==> src/hw/rtl/hps_queue.sv <==
// Small first-in first-out queue of packed beats held in flip-flops.
// Generic, no package dependency; used for the op and result queues.
`timescale 1ns / 1ps

module hps_queue #(
    parameter int DATA_W = 8,
    parameter int DEPTH  = 4,
    parameter int CNT_W  = $clog2(DEPTH + 1)
) (
    input  logic              i_clk,
    input  logic              i_rst_n,
    input  logic              i_push,
    input  logic [DATA_W-1:0] i_data,
    output logic              o_full,
    input  logic              i_pop,
    output logic [DATA_W-1:0] o_data,
    output logic              o_empty,
    output logic [CNT_W-1:0]  o_count
);

    localparam int PTR_W = (DEPTH > 1) ? $clog2(DEPTH) : 1;
    localparam logic [PTR_W-1:0] PTR_LAST = PTR_W'(DEPTH - 1);

    logic [DATA_W-1:0] r_mem [DEPTH];
    logic [PTR_W-1:0]  r_wr_ptr, n_wr_ptr;
    logic [PTR_W-1:0]  r_rd_ptr, n_rd_ptr;
    logic [CNT_W-1:0]  r_count, n_count;
    logic              do_push, do_pop;

    assign o_full  = (r_count == CNT_W'(DEPTH));
    assign o_empty = (r_count == '0);
    assign o_count = r_count;
    assign o_data  = r_mem[r_rd_ptr];

    assign do_push = i_push && !o_full;
    assign do_pop  = i_pop && !o_empty;

    // Pointer and fill bookkeeping
    always_comb begin
        n_wr_ptr = r_wr_ptr;
        n_rd_ptr = r_rd_ptr;
        n_count  = r_count;
        if (do_push) begin
            n_wr_ptr = (r_wr_ptr == PTR_LAST) ? '0 : r_wr_ptr + 1'b1;
        end
        if (do_pop) begin
            n_rd_ptr = (r_rd_ptr == PTR_LAST) ? '0 : r_rd_ptr + 1'b1;
        end
        if (do_push && !do_pop) begin
            n_count = r_count + 1'b1;
        end else if (do_pop && !do_push) begin
            n_count = r_count - 1'b1;
        end
    end

    always_ff @(posedge i_clk) begin
        if (!i_rst_n) begin
            r_wr_ptr <= '0;
            r_rd_ptr <= '0;
            r_count  <= '0;
        end else begin
            r_wr_ptr <= n_wr_ptr;
            r_rd_ptr <= n_rd_ptr;
            r_count  <= n_count;
        end
    end

    // Storage, no reset
    always_ff @(posedge i_clk) begin
        if (do_push) begin
            r_mem[r_wr_ptr] <= i_data;
        end
    end

    a_count_bound: assert property (@(posedge i_clk) disable iff (!i_rst_n)
        r_count <= CNT_W'(DEPTH))
        else $error("queue fill count above depth");

    a_no_overflow: assert property (@(posedge i_clk) disable iff (!i_rst_n)
        i_push && o_full |=> r_count == $past(r_count) || $past(i_pop))
        else $error("queue pushed while full");

endmodule

==> config.mk <==
export PLATFORM = sky130hd
export DESIGN_NAME = hps_queue
export DESIGN_NICKNAME = d
export VERILOG_FILES = /design/src/hw/rtl/hps_queue.sv
export SDC_FILE = /design/constraint.sdc
export NUM_CORES = 1
export LEC_CHECK = 0
export ABC_CLOCK_PERIOD_IN_PS = 2060
export BUFFER_PORTS_ARGS = -buffer_cell sky130_fd_sc_hd__clkbuf_2
export CORE_MARGIN = 2
export CORE_UTILIZATION = 30
export CTS_BUF_LIST = sky130_fd_sc_hd__clkbuf_8
export CTS_CLUSTER_DIAMETER = 60
export DETAILED_ROUTE_END_ITERATION = 16
export PLACE_DENSITY_LB_ADDON = 0.05
export SLEW_MARGIN = 15
export SYNTH_ARGS = -nofsm -noshare
export SYNTH_HDL_FRONTEND = slang
export SYNTH_SLANG_ARGS = --single-unit
export TNS_END_PERCENT = 10
==> constraint.sdc <==
create_clock -name i_clk -period 2.06 [get_ports i_clk]
set_input_delay 0.103 -clock i_clk [delete_from_list [all_inputs] [get_ports i_clk]]
set_output_delay 0.103 -clock i_clk [all_outputs]
set_load 0.03 [all_outputs]
==> results.sh <==
export IMPL_cts_buffers=5
export IMPL_syn_inst=93
export IMPL_outcome="completed"
export IMPL_grt_max_degree=14
export IMPL_fmax_mhz=513
export IMPL_root_buffer="clkbuf_8"
export IMPL_clock_latency_ps=290
export IMPL_crit_arrival_ps=2170
export IMPL_grt_usage_pct=10.3
export IMPL_tritoncts="done"
export IMPL_switchingPower_mw=0.841
export IMPL_yosysTopAreaCell="edfxtp_1"
export IMPL_htreeDepth=2
export IMPL_drc=0
export IMPL_worstHoldStart="i_data[3]"
export IMPL_cap_violations=0
export IMPL_drive_gt1_share_pct=41.7
export IMPL_dieArea_sq_um=6040
export IMPL_critPathRequiredTime_ps=2280
export IMPL_regToRegEndpoint="o_count[2]"
export IMPL_hold_viol_final=0
export IMPL_yosysWarningCount=0
export IMPL_fp_row_count=26
export IMPL_startpoint_type="flip-flop"
export IMPL_synth_cell_types=23
export IMPL_ff2ff_path_depth=8
export IMPL_cellInternalPower_mw=1.61
export IMPL_period_needed_ps=1950
export IMPL_cts_sinks=41
export IMPL_crit_path_cell_trace="nor3b_4, nor2b_2, ha_4, inv_1, fa_1, xor2_1, or3_1, a21boi_1"
export IMPL_tightestPinTransition_ps=443
export IMPL_max_stage_delay_ps=370
export IMPL_viasPerCell=4.26
export IMPL_powerDensity_nw_per_um2=1230
export IMPL_design_power_total_mw=2.45
export IMPL_grt_overflow=0
export IMPL_final_cells=197
export IMPL_power_frac_seq_pct=45.7
export IMPL_vdd_ir_drop_max_mv=0.617
export IMPL_register_area_sq_um=1150
export IMPL_vias=839
export IMPL_critPathKind="reg2reg"
export IMPL_setup_viol=0
export IMPL_netlist_area_leader_share_pct=58.9
export IMPL_synth_area_sq_um=1630
export IMPL_fin_setup_tns_ps=0
export IMPL_grt_pass1_wl_mm=4.53
export IMPL_slowest_stage="dfxtp_4"
export IMPL_area_growth_pct=22.6
export IMPL_whs_endpoint="r_mem[0][3]"
export IMPL_final_area_sq_um=2000
export IMPL_cts_buffer_depth=2
export IMPL_dp_cells=189
export IMPL_die_w_um=77.7
export IMPL_yosys_top_cells_area="edfxtp_1 59%, dfxtp_1 11%, mux4_2 11%, ha_1 4.6%, and2_1 1.9%"
export IMPL_crit_fanout=6
export IMPL_io_pins=25
export IMPL_wl_mm=2.70
export IMPL_die_height_um=77.7
export IMPL_regToRegSetupSlack_ps=110
export IMPL_p_clk_share_pct=20.5
export IMPL_antenna_found_initial=0
export IMPL_worstReg2RegStart="o_count[2]"
export IMPL_syn_area_per_cell_sq_um=17.5
export IMPL_final_nets=145
export IMPL_ys_seq_elements=41
export IMPL_gp_congestion=0.737
export IMPL_slew_headroom_pct=70.4
export IMPL_initial_core_util_pct=31.5
export IMPL_core_area_sq_um=5170
export IMPL_drv_slew=0
export IMPL_multi_input_area_sq_um=495
export IMPL_p_comb_share_pct=33.7
export IMPL_synth_seq_area_share_pct=70.0
export IMPL_post_dp_cell_area_sq_um=1900
export IMPL_fin_worst_skew_ps=8.03
export IMPL_final_util_pct=38.6
export IMPL_grt_pass1_vias=884
export IMPL_fill_cells=494
export IMPL_clk_pin_slew_worst_paths_ps=80
export IMPL_synth_nets=112
export IMPL_endpoint_kind="flip-flop"
export IMPL_min_path_type="in2reg"
export IMPL_min_period_over_period_pct=94.6
export IMPL_setup_ws_ps=112
export IMPL_drt_pass1_iter_count=4
export IMPL_place_ws_ps=0.769
export IMPL_holdWs_ps=22.4
export IMPL_wl_per_cell_um=13.7
export IMPL_ant_nets=0
export IMPL_dp_hpwl_mm=1.84
export IMPL_drt_iter0_drc=37
export IMPL_io_buffers=24
export IMPL_grt_setup_unrepaired="no"
export IMPL_antenna_cells=0
export IMPL_p_sw_share_pct=34.3
export IMPL_cellLeakagePower_nw=0.728
export IMPL_min_path_cells=1
## synthesized netlist by cell type
library cell / n
ha_1: 6
xor2_1: 1
nand2_1: 6
fa_1: 1
xnor2_1: 1
nor3b_2: 1
o31ai_1: 1
or3_1: 1
inv_1: 3
mux2i_1: 3
edfxtp_1: 32
clkbuf_1: 1
nor3_1: 1
mux4_2: 8
dfxtp_1: 9
o21ai_0: 3
nor2_1: 2
nor2b_1: 2
a21boi_0: 1
buf_1: 1
and2_1: 5
buf_2: 2
nand3_1: 2
## cells in the final DEF (no fill, tap or decap)
cell        instances
a21boi_1            1
and2_1              5
buf_4               6
clkbuf_2           24
clkbuf_8            5
clkinv_2            2
clkinvlp_4          1
dfxtp_1             6
dfxtp_4             3
edfxtp_1           32
fa_1                1
ha_1                5
ha_4                1
inv_1               3
mux2i_1             3
mux4_2              8
nand2_1             6
nand3_1             2
nor2_1              2
nor2b_1             1
nor2b_2             1
nor3_1              1
nor3b_4             1
o21ai_0             3
o31ai_4             1
or3_1               1
xnor2_1             1
xor2_1              1
## cell type report
cell class | count | share of cell area [%]
Timing Repair Buffer | 30 | 8.27
Clock inverter | 3 | 0.877
Inverter | 3 | 0.564
Multi-Input combinational cell | 45 | 24.8
Tap cell | 70 | 4.38
Sequential cell | 41 | 57.7
Clock buffer | 5 | 3.44
## kinds of logic after synthesis
logic type / synth area share, %
flip-flops: 70.0
AND/OR/NAND/NOR: 6.60
multiplexers: 12.9
buffers and inverters: 1.76
adder cells (fa/ha/maj): 5.83
AO/OA/AOI/OAI: 1.84
XOR/XNOR: 1.07
## registers in the layout, indices dropped and copies added, names as in the netlist, named ones only
register,flops
o_count,3
r_mem,32
r_rd_ptr,2
r_wr_ptr,2
## worst max-delay path: cells and delay by family, from the launching register on
kind / cells / cell delay [ps]
AND/OR/NAND/NOR: 3 / 650
adder cells (fa/ha/maj): 2 / 530
flip-flops: 1 / 370
XOR/XNOR: 1 / 160
AO/OA/AOI/OAI: 1 / 120
buffers and inverters: 1 / 50
## power groups by stage
stage	logic [mW]	clock network, mW	registers, mW
4_1_cts	0.843	0.527	1.12
6_report	0.828	0.504	1.12
3_3_place_gp	0.831	0	1.13
5_1_grt	0.904	0.571	1.14
2_1_floorplan	0.583	0	1.15
3_5_place_dp	0.832	0	1.14
## how the worst max path moves through the flow
stage	from	end	slack (ps)	cells after the start
detailed placement	o_count[2]	o_count[2]	0.8	8
finish	o_count[2]	o_count[2]	110	8
global route	o_count[2]	o_count[2]	8	8
floorplan	o_count[2]	o_count[2]	4	9
global placement	o_count[2]	o_count[2]	90	8
CTS	o_count[1]	o_count[2]	70	7
## per-layer routing
layer | global-route usage, % | routed length, um | vias up
met3 | 3.72 | 122 | 5
met5 | 0 | 0 | -
met2 | 16.8 | 1310 | 20
li1 | - | - | 417
met4 | 4.29 | 43 | 0
met1 | 12.3 | 1230 | 397
## what timing repair did
item	CTS	global route
buffers inserted	0	0
setup endpoints to repair	1	1
pin swaps	0	2
hold buffers	0	0
resized for setup	2	1
Power figures use the tool's default switching activity.
