`src/hw/rtl/hps_pkg.sv`:
```
// Shared types and constants for the halfcomplex power spectrum block.
// Used by hps_front, hps_back and halfcomplex_power_spectrum; no dependencies.
`timescale 1ns / 1ps

package hps_pkg;

    // Fixed field widths
    localparam int COEF_W = 16;   // signed coefficient
    localparam int POS_W  = 11;   // frame size / position in frame
    localparam int BIN_W  = 10;   // bin index on the result side
    localparam int POW_W  = 32;   // exact power

    localparam int MAX_FRAME_DEF = 1024;
    localparam logic [POS_W-1:0] FRAME_SIZE_RST = 11'd1024;

    localparam int OP_Q_DEPTH  = 4;
    localparam int RES_Q_DEPTH = 4;

    // What the back end does with one queued beat
    typedef enum logic [1:0] {
        OP_STORE  = 2'd0,  // keep the real part in the half-frame store
        OP_SINGLE = 2'd1,  // power is coefficient squared
        OP_PAIR   = 2'd2   // power is stored real squared plus coefficient squared
    } t_op_kind;

    typedef struct packed {
        t_op_kind                 kind;
        logic [POS_W-1:0]         idx;   // store address or bin
        logic signed [COEF_W-1:0] coef;
        logic                     last;
    } t_op;

    typedef struct packed {
        logic [BIN_W-1:0] bin;
        logic [POW_W-1:0] power;
        logic             last;
    } t_result;

endpackage

```
`src/hw/rtl/hps_front.sv`:
```
// Front end: frame size register, position in frame, classification of each beat.
// Depends on hps_pkg; feeds the op queue ahead of hps_back.
`timescale 1ns / 1ps

module hps_front #(
    parameter int MAX_FRAME = hps_pkg::MAX_FRAME_DEF
) (
    input  logic                             i_clk,
    input  logic                             i_rst_n,
    input  logic                             i_cfg_we,
    input  logic [hps_pkg::POS_W-1:0]        i_cfg_wdata,
    input  logic                             i_push,
    input  logic signed [hps_pkg::COEF_W-1:0] i_coefficient,
    input  logic                             i_q_full,
    output logic                             o_full,
    output logic                             o_op_push,
    output hps_pkg::t_op                     o_op
);
    import hps_pkg::*;

    localparam int STORE_DEPTH = MAX_FRAME / 2;

    logic [POS_W-1:0] r_frame_size;
    logic [POS_W-1:0] r_pos, n_pos;
    logic [POS_W-1:0] n_eff;
    logic [POS_W:0]   half_up;
    logic [POS_W-1:0] p;
    logic [POS_W-1:0] k;
    logic             is_last;
    logic             accept;
    logic             p_in_store, k_in_store;

    assign o_full = i_q_full;
    assign accept = i_push && !i_q_full;

    // Effective frame size: zero reads as one, saturated at the maximum
    always_comb begin
        if (r_frame_size == '0) begin
            n_eff = POS_W'(1);
        end else if (32'(r_frame_size) > 32'(MAX_FRAME)) begin
            n_eff = POS_W'(MAX_FRAME);
        end else begin
            n_eff = r_frame_size;
        end
    end

    assign half_up    = ({1'b0, n_eff} + 1'b1) >> 1;
    assign p          = (r_pos >= n_eff) ? '0 : r_pos;
    assign k          = n_eff - p;
    assign is_last    = ({1'b0, p} + 1'b1) == {1'b0, n_eff};
    assign n_pos      = is_last ? '0 : p + 1'b1;
    assign p_in_store = 32'(p) < 32'(STORE_DEPTH);
    assign k_in_store = 32'(k) < 32'(STORE_DEPTH);

    // Classify the beat by its position in the frame
    always_comb begin
        o_op_push = 1'b0;
        o_op.kind = OP_SINGLE;
        o_op.idx  = p;
        o_op.coef = i_coefficient;
        o_op.last = is_last;
        priority if (p == '0) begin
            o_op_push = accept;
        end else if ({1'b0, p} < half_up) begin
            o_op.kind = OP_STORE;
            o_op_push = accept && p_in_store;
        end else if (!n_eff[0] && p == (n_eff >> 1)) begin
            o_op_push = accept;
        end else begin
            o_op.idx  = k;
            o_op.kind = k_in_store ? OP_PAIR : OP_SINGLE;
            o_op_push = accept;
        end
    end

    always_ff @(posedge i_clk) begin
        if (!i_rst_n) begin
            r_frame_size <= FRAME_SIZE_RST;
            r_pos        <= '0;
        end else if (i_cfg_we) begin
            r_frame_size <= i_cfg_wdata;
            r_pos        <= '0;
        end else if (accept) begin
            r_pos <= n_pos;
        end
    end

    a_pos_in_frame: assert property (@(posedge i_clk) disable iff (!i_rst_n)
        r_pos < n_eff)
        else $error("frame position outside frame");

endmodule

```
`config.mk`:
```
export PLATFORM = sky130hd
export DESIGN_NAME = hps_front
export DESIGN_NICKNAME = d
export VERILOG_FILES = /design/src/hw/rtl/hps_pkg.sv /design/src/hw/rtl/hps_front.sv
export SDC_FILE = /design/constraint.sdc
export NUM_CORES = 1
export LEC_CHECK = 0
export BUFFER_PORTS_ARGS = -buffer_cell sky130_fd_sc_hd__buf_2
export CORE_ASPECT_RATIO = 0.5
export CORE_MARGIN = 2
export CORE_UTILIZATION = 50
export CTS_CLUSTER_DIAMETER = 120
export CTS_CLUSTER_SIZE = 40
export DETAILED_ROUTE_END_ITERATION = 10
export GPL_ROUTABILITY_DRIVEN = 0
export PLACE_DENSITY = 0.76
export SYNTH_ARGS = -nofsm -noshare
export SYNTH_HDL_FRONTEND = slang
export SYNTH_SLANG_ARGS = --single-unit
```
`constraint.sdc`:
```
create_clock -name i_clk -period 7.7 [get_ports i_clk]
set_input_delay 0.77 -clock i_clk [delete_from_list [all_inputs] [get_ports i_clk]]
set_output_delay 0.77 -clock i_clk [all_outputs]
set_load 0.01 [all_outputs]
```
==> impl_metrics.json, run 1 <==
{
  "fp.dieH_um": 61.9,
  "ys_ff_latch": 22,
  "grt_max_degree": 20,
  "drive_gt1_share_pct": 15.0,
  "fmax_mhz": 158,
  "rsz0062_at_grt": "no",
  "clkSlewWorstSetupHoldPaths_ns": 0.07,
  "grt_first_pass_wirelength_mm": 14.5,
  "synth_area_mm2": 0.00336,
  "htree_levels": 1,
  "switching_share_pct": 29.7,
  "finClkSkew_ns": 0.00363,
  "p_int_uw": 257,
  "pwr_density_cell_mw_per_mm2": 105,
  "tritoncts": "built",
  "critical_path_class": "flop to primary output",
  "num_antenna_cells": 0,
  "timing.final.crit_share_pct": 82.0,
  "die_x_um": 120,
  "wl_mm": 9.12,
  "final-setup-viol-count": 0,
  "cp_max_fo": 19,
  "status": "completed",
  "final_hold_viol_count": 0,
  "coreArea_mm2": 0.00660,
  "holdPathEnd": "r_frame_size[5]$_SDFFE_PN0P_",
  "synth_edf_count": 0,
  "final_common_cell": "nand2_1",
  "regArea_um2": 440,
  "yosysSeqAreaShare_pct": 13.1,
  "synth-xor-area-share_pct": 8.02,
  "synthMuxAreaShare_pct": 4.03,
  "ir_worst_vdd_v": 0.0000646,
  "io_pins": 64,
  "dr.pass1.iters": 5,
  "ys.flop_type": "dfxtp_1",
  "maxCapViolations": 0,
  "fin_setup_tns_ns": 0,
  "grt_usage_pct": 24.9,
  "finalMaxSlewViolations": 0,
  "synth-simple-area-share_pct": 26.0,
  "required_ns": 6.93,
  "initial_core_util_pct": 50.9,
  "placed_cell_area_mm2": 0.00337,
  "grt_overflow": 0,
  "first_iter_violations": 333,
  "p_sw_uw": 109,
  "synth_top_family_by_area": "simple AND/OR/NAND/NOR gates",
  "layout.cells.most_common_list": "nand2_1 (48), ha_1 (34), buf_2 (31), inv_1 (28), xnor2_1 (24)",
  "reg2reg_depth": 20,
  "numPortBuffers": 31,
  "postLayoutCellArea_mm2": 0.00348,
  "ys_async_sr_fraction_pct": 0,
  "cts_hold_buf": 0,
  "r2r-end": "r_pos[8]$_SDFFE_PP0P_",
  "worstSkewPairLatency_ns": 0.27,
  "hold_start": "r_frame_size[5]$_SDFFE_PN0P_",
  "synth-compound-area-share_pct": 24.0,
  "routed_via_density": 6.21,
  "synthDistinctLibCells": 76,
  "via_count": 3260,
  "worst_pin_slew_ns": 0.768,
  "clockPowerShare_pct": 42.6,
  "fillCellCount": 615,
  "reg2reg_from": "r_frame_size[8]$_SDFFE_PN0P_",
  "hold_path_class": "flop to flop",
  "startpoint_type": "flop",
  "slew_headroom_pct": 48.7,
  "power_frac_comb_pct": 23.3,
  "grt_pass1_vias": 2919,
  "dieArea_mm2": 0.00742,
  "final_nets": 501,
  "critPathArrivalTime_ns": 5.54,
  "dp_hpwl_mm": 7.01,
  "syn_avg_cell_area_um2": 7.64,
  "syn_inst": 439,
  "synthToLayoutAreaGrowth_pct": 3.58,
  "synth-adder-area-share_pct": 13.3,
  "end_kind": "primary output",
  "cts_root_buf": "clkbuf_16",
  "cts_resized": 0,
  "rows": 21,
  "drt_drc_violations_left": 0,
  "antenna_found_initial": 0,
  "syn_nets": 506,
  "r2r_slack_ns": 2.16,
  "layout_min_cycle_time_ns": 6.31,
  "cts_setup_buffers": 0,
  "wl_per_cell_um": 17.4,
  "yosys_warnings": 0,
  "cts.sink_count": 22,
  "multi_input_area_mm2": 0.00253,
  "ant_nets": 0,
  "seq_power_share_pct": 34.1,
  "cts-buffers-inserted": 3,
  "leakage_uw": 0.00152,
  "cts_max_path_buffers": 2,
  "whs_path_depth": 2
}
==> Yosys cell counts (4+ instances only) <==
master    number  area share (%)
o211ai_1       6             1.3
a22o_1         4             1.0
mux2i_1       12             3.6
inv_2          4            0.45
o21a_1         4            0.89
nor3_1        11             1.6
a21oi_1       19             2.8
nor4_1         6             1.1
dfxtp_1       22              13
a21o_1         6             1.3
and3_1         5            0.93
xor2_1         4             1.0
buf_4         21             4.7
o41ai_1        4             1.0
a211oi_1       4            0.89
o21ai_0       13             1.9
nor2_1        20             2.2
nand2b_1       4            0.75
clkbuf_1      12             1.3
and2_1         5            0.93
nand2_1       48             5.4
o31ai_1        5             1.1
ha_1          34              13
xnor2_1       24             6.3
nor2b_1       16             3.0
inv_1         28             3.1
buf_2          6            0.89
o311ai_1       4             1.0
nand3_1       20             3.0
a31oi_1        6             1.1
==> metal layers <==
layer / GRT usage [%] / part of all wire (%)
met2: 40.6 / 42
met4: 11.8 / 2.7
met5: 2.50 / 0
met3: 3.83 / 11
met1: 33.4 / 44
==> cells by family (layout without fill, tap and decap cells) <==
| group | Yosys count | in the layout |
|---|---|---|
| AOI/OAI and AO/OA | 103 | 103 |
| xor gates and xnor gates | 29 | 29 |
| adders and majority gates | 35 | 35 |
| buffers and inverters | 74 | 68 |
| DFF | 22 | 22 |
| muxes | 13 | 13 |
| other | 1 | 1 |
| and+or+nand+nor | 162 | 162 |
==> power by group through the flow <==
stage	combinational [uW]	clock, uW	sequential, uW
after floorplan	78.8	0	123
after global placement	83.1	0	127
after detailed placement	84.0	0	127
after CTS	84.1	157	124
after global routing	94.2	162	125
final	85.2	156	125
==> flip-flops by register name, indices dropped and copies added (netlist names) <==
| signal | cells |
|---|---|
| r_frame_size | 11 |
| r_pos | 11 |
==> worst max-delay path, stage by stage, from the launching register on <==
cell and delay [ns]:
dfxtp_1 0.39, nor4_1 0.31, nand3_1 0.16, a21oi_1 0.44, ha_1 0.32, nor2_1 0.10, a21oi_1 0.10, o31ai_4 0.37
and2_4 0.39, nand2_1 0.16, inv_1 0.15, ha_1 0.25, a21o_1 0.18, a21o_1 0.19, a21o_1 0.17, a21oi_1 0.12
o21ai_0 0.10, a31oi_1 0.47, a31o_4 0.27, nand2b_4 0.20, mux2_4 0.30, buf_2 0.14
==> area by class of cell <==
| class | count | area share, % |
|---|---|---|
| multi-input cells | 343 | 72.9 |
| repair buffers | 32 | 4.68 |
| inverters | 32 | 3.46 |
| clock inverters | 1 | 0.864 |
| well taps | 92 | 3.31 |
| clock buffers | 3 | 2.16 |
| flip-flops and latches | 22 | 12.7 |
==> how the worst max path moves through the flow <==
stage                            startpoint        to  slack [ns]  cells past startpoint
2_1_floorplan  r_frame_size[8]$_SDFFE_PN0P_  o_op[27]        2.38                     21
3_3_place_gp   r_frame_size[8]$_SDFFE_PN0P_  o_op[18]        1.78                     21
3_5_place_dp   r_frame_size[8]$_SDFFE_PN0P_  o_op[18]        1.81                     21
4_1_cts        r_frame_size[8]$_SDFFE_PN0P_  o_op[18]        1.50                     21
5_1_grt        r_frame_size[8]$_SDFFE_PN0P_  o_op[18]        1.12                     21
6_report       r_frame_size[8]$_SDFFE_PN0P_  o_op[18]        1.39                     21
==> per-stage QoR <==
stage	setup WS [ns]	power, uW	cells	util, %	hold slack, ns
after floorplan	2.38	202	439	-	0.499
after global placement	1.78	210	521	51.1	0.525
after detailed placement	1.81	211	521	51.1	0.533
after CTS	1.50	365	525	52.7	0.552
after global routing	1.12	382	525	52.7	0.574
final	1.39	366	525	52.7	0.556
(Power assumes the default switching activity.)
==> run 2, diff against run 1 <==
Clock period 7.7 ns to 6.5 ns, I/O delays scaled along.
==> impl_metrics.json, run 2 (synthesized netlist as in run 1, its figures left out) <==
{
  "reg2reg_from": "r_frame_size[8]$_SDFFE_PN0P_",
  "status": "completed",
  "routed_via_density": 6.03,
  "drt_drc_violations_left": 0,
  "leakage_uw": 0.00155,
  "grt_busiest_layer": "met2",
  "clkSlewWorstSetupHoldPaths_ns": 0.06,
  "num_antenna_cells": 0,
  "cts_max_path_buffers": 2,
  "htree_levels": 1,
  "finalMaxSlewViolations": 0,
  "io_pins": 64,
  "switching_share_pct": 28.7,
  "grtUsageMet2_pct": 41.1,
  "dp_hpwl_mm": 7.12,
  "top_regs": "r_frame_size (11), r_pos (11)",
  "use_met1_pct": 33.6,
  "coreArea_mm2": 0.00660,
  "slew_headroom_pct": 54.5,
  "maxCapViolations": 0,
  "power_frac_comb_pct": 23.9,
  "synthToLayoutAreaGrowth_pct": 4.70,
  "regArea_um2": 440,
  "die_x_um": 120,
  "fin_setup_tns_ns": 0,
  "grt_util_met3_pct": 3.10,
  "multi_input_area_mm2": 0.00253,
  "rows": 21,
  "grt_usage_pct": 24.4,
  "layout.cells.most_common_list": "nand2_1 (48), ha_1 (34), buf_2 (31), inv_1 (28), xnor2_1 (24)",
  "path_buf_inv": 2,
  "final_hold_viol_count": 0,
  "final_nets": 506,
  "pwr_density_cell_mw_per_mm2": 122,
  "dr.pass1.iters": 7,
  "fin_ws_ns": 0.401,
  "seq_power_share_pct": 34.5,
  "cts-buffers-inserted": 3,
  "cts_setup_buffers": 0,
  "rsz0062_at_grt": "no",
  "drive_gt1_share_pct": 16.0,
  "path_cells": "nor4_1, nand3_1, a21oi_1, ha_1, nor2_1, a21oi_1, o31ai_4, and2_4, nand2_1, inv_1, ha_1, a21o_1, a21o_1, a21o_1, a21oi_1, o21ai_0, a31oi_1, a31o_4, nand2b_4, mux2_4, buf_2",
  "worst_pin_slew_ns": 0.675,
  "via_count": 3197,
  "postLayoutCellArea_mm2": 0.00351,
  "grt_pass1_vias": 2882,
  "grt_overflow": 0,
  "cts_hold_buf": 0,
  "ant_nets": 0,
  "wl_per_cell_um": 17.3,
  "tritoncts": "built",
  "place_ws_ns": 0.849,
  "worstSkewPairLatency_ns": 0.26,
  "grt_first_pass_wirelength_mm": 14.3,
  "final_common_cell": "nand2_1",
  "critPathMaxStageDelay_ns": 0.44,
  "clockPowerShare_pct": 41.6,
  "cp_max_fo": 19,
  "finClkSkew_ns": 0.00427,
  "cts_root_buf": "clkbuf_16",
  "fp.dieH_um": 61.9,
  "cp_slowest_cell": "a31oi_1",
  "layout_min_cycle_time_ns": 6.10,
  "cts.sink_count": 22,
  "fillCellCount": 659,
  "p_sw_uw": 123,
  "initial_core_util_pct": 50.9,
  "placed_cell_area_mm2": 0.00341,
  "crit_family": "compound AO/OA/AOI/OAI gates",
  "required_ns": 5.85,
  "cts_resized": 0,
  "p_int_uw": 305,
  "holdWs_ns": 0.554,
  "dieArea_mm2": 0.00742,
  "end_kind": "primary output",
  "hold_start": "r_frame_size[5]$_SDFFE_PN0P_",
  "wl_mm": 9.17,
  "fmax_mhz": 164,
  "final-setup-viol-count": 0,
  "startpoint_type": "flop",
  "critPathArrivalTime_ns": 5.45,
  "startpoint": "r_frame_size[8]$_SDFFE_PN0P_",
  "grt_max_degree": 20,
  "ir_worst_vdd_v": 0.0000953,
  "numPortBuffers": 31,
  "timing.final.crit_share_pct": 93.8,
  "hold_path_class": "flop to flop",
  "antenna_found_initial": 0,
  "critical_path_class": "flop to primary output",
  "first_iter_violations": 291
}
-- run 2: cell types whose count changed in the layout (fill, tap and decap cells not counted) --
cell	previous run	this run
buf_4	1	6
-- run 2: path summary, 6_finish.rpt --
| check | endpoint | slack, ns | cells after the start |
|---|---|---|---|
| max | o_op[18] | 0.40 | 21 |
| min reg2reg | r_frame_size[5]$_SDFFE_PN0P_ | 0.55 | 2 |
| max reg2reg | r_pos[6]$_SDFFE_PP0P_ | 1.04 | 20 |
| min | r_frame_size[5]$_SDFFE_PN0P_ | 0.55 | 2 |
-- run 2: power by group through the flow --
stage	Sequential, uW	Clock [uW]	Combinational (uW)
3_5_place_dp	150	0	99.7
3_3_place_gp	150	0	98.7
5_1_grt	148	183	111
4_1_cts	147	179	100
2_1_floorplan	146	0	93.4
6_report	148	178	102
-- run 2: final cells by class --
cell class / instances / share of cell area [%]
clock buffers: 3 / 2.14
multi-input cells: 343 / 72.1
clock inverters: 1 / 0.855
flip-flops and latches: 22 / 12.5
inverters: 32 / 3.42
well taps: 92 / 3.28
repair buffers: 37 / 5.70
-- run 2: worst reg2reg max path: cells and delay by family, from the launching register on --
kind,cells,cell delay [ns]
AO/OA/AOI/OAI,9,2.31
AND/OR/NAND/NOR,7,1.70
buffers and inverters,1,0.16
flip-flops,1,0.38
adder cells (fa/ha/maj),2,0.69
XOR/XNOR,1,0.17
-- run 2: through the flow --
stage          power, uW  std cells  util (%)
3_5_place_dp         250        526      51.7
3_3_place_gp         249        526      51.7
2_1_floorplan        239        439         -
6_report             427        530      53.3
4_1_cts              427        530      53.3
5_1_grt              443        530      53.3
-- run 2: routing by layer --
metal | wire (um) | vias to the layer above
met2 | 3990 | 167
met4 | 143 | 0
li1 | - | 1553
met1 | 4080 | 1463
met3 | 958 | 14
met5 | 0 | -
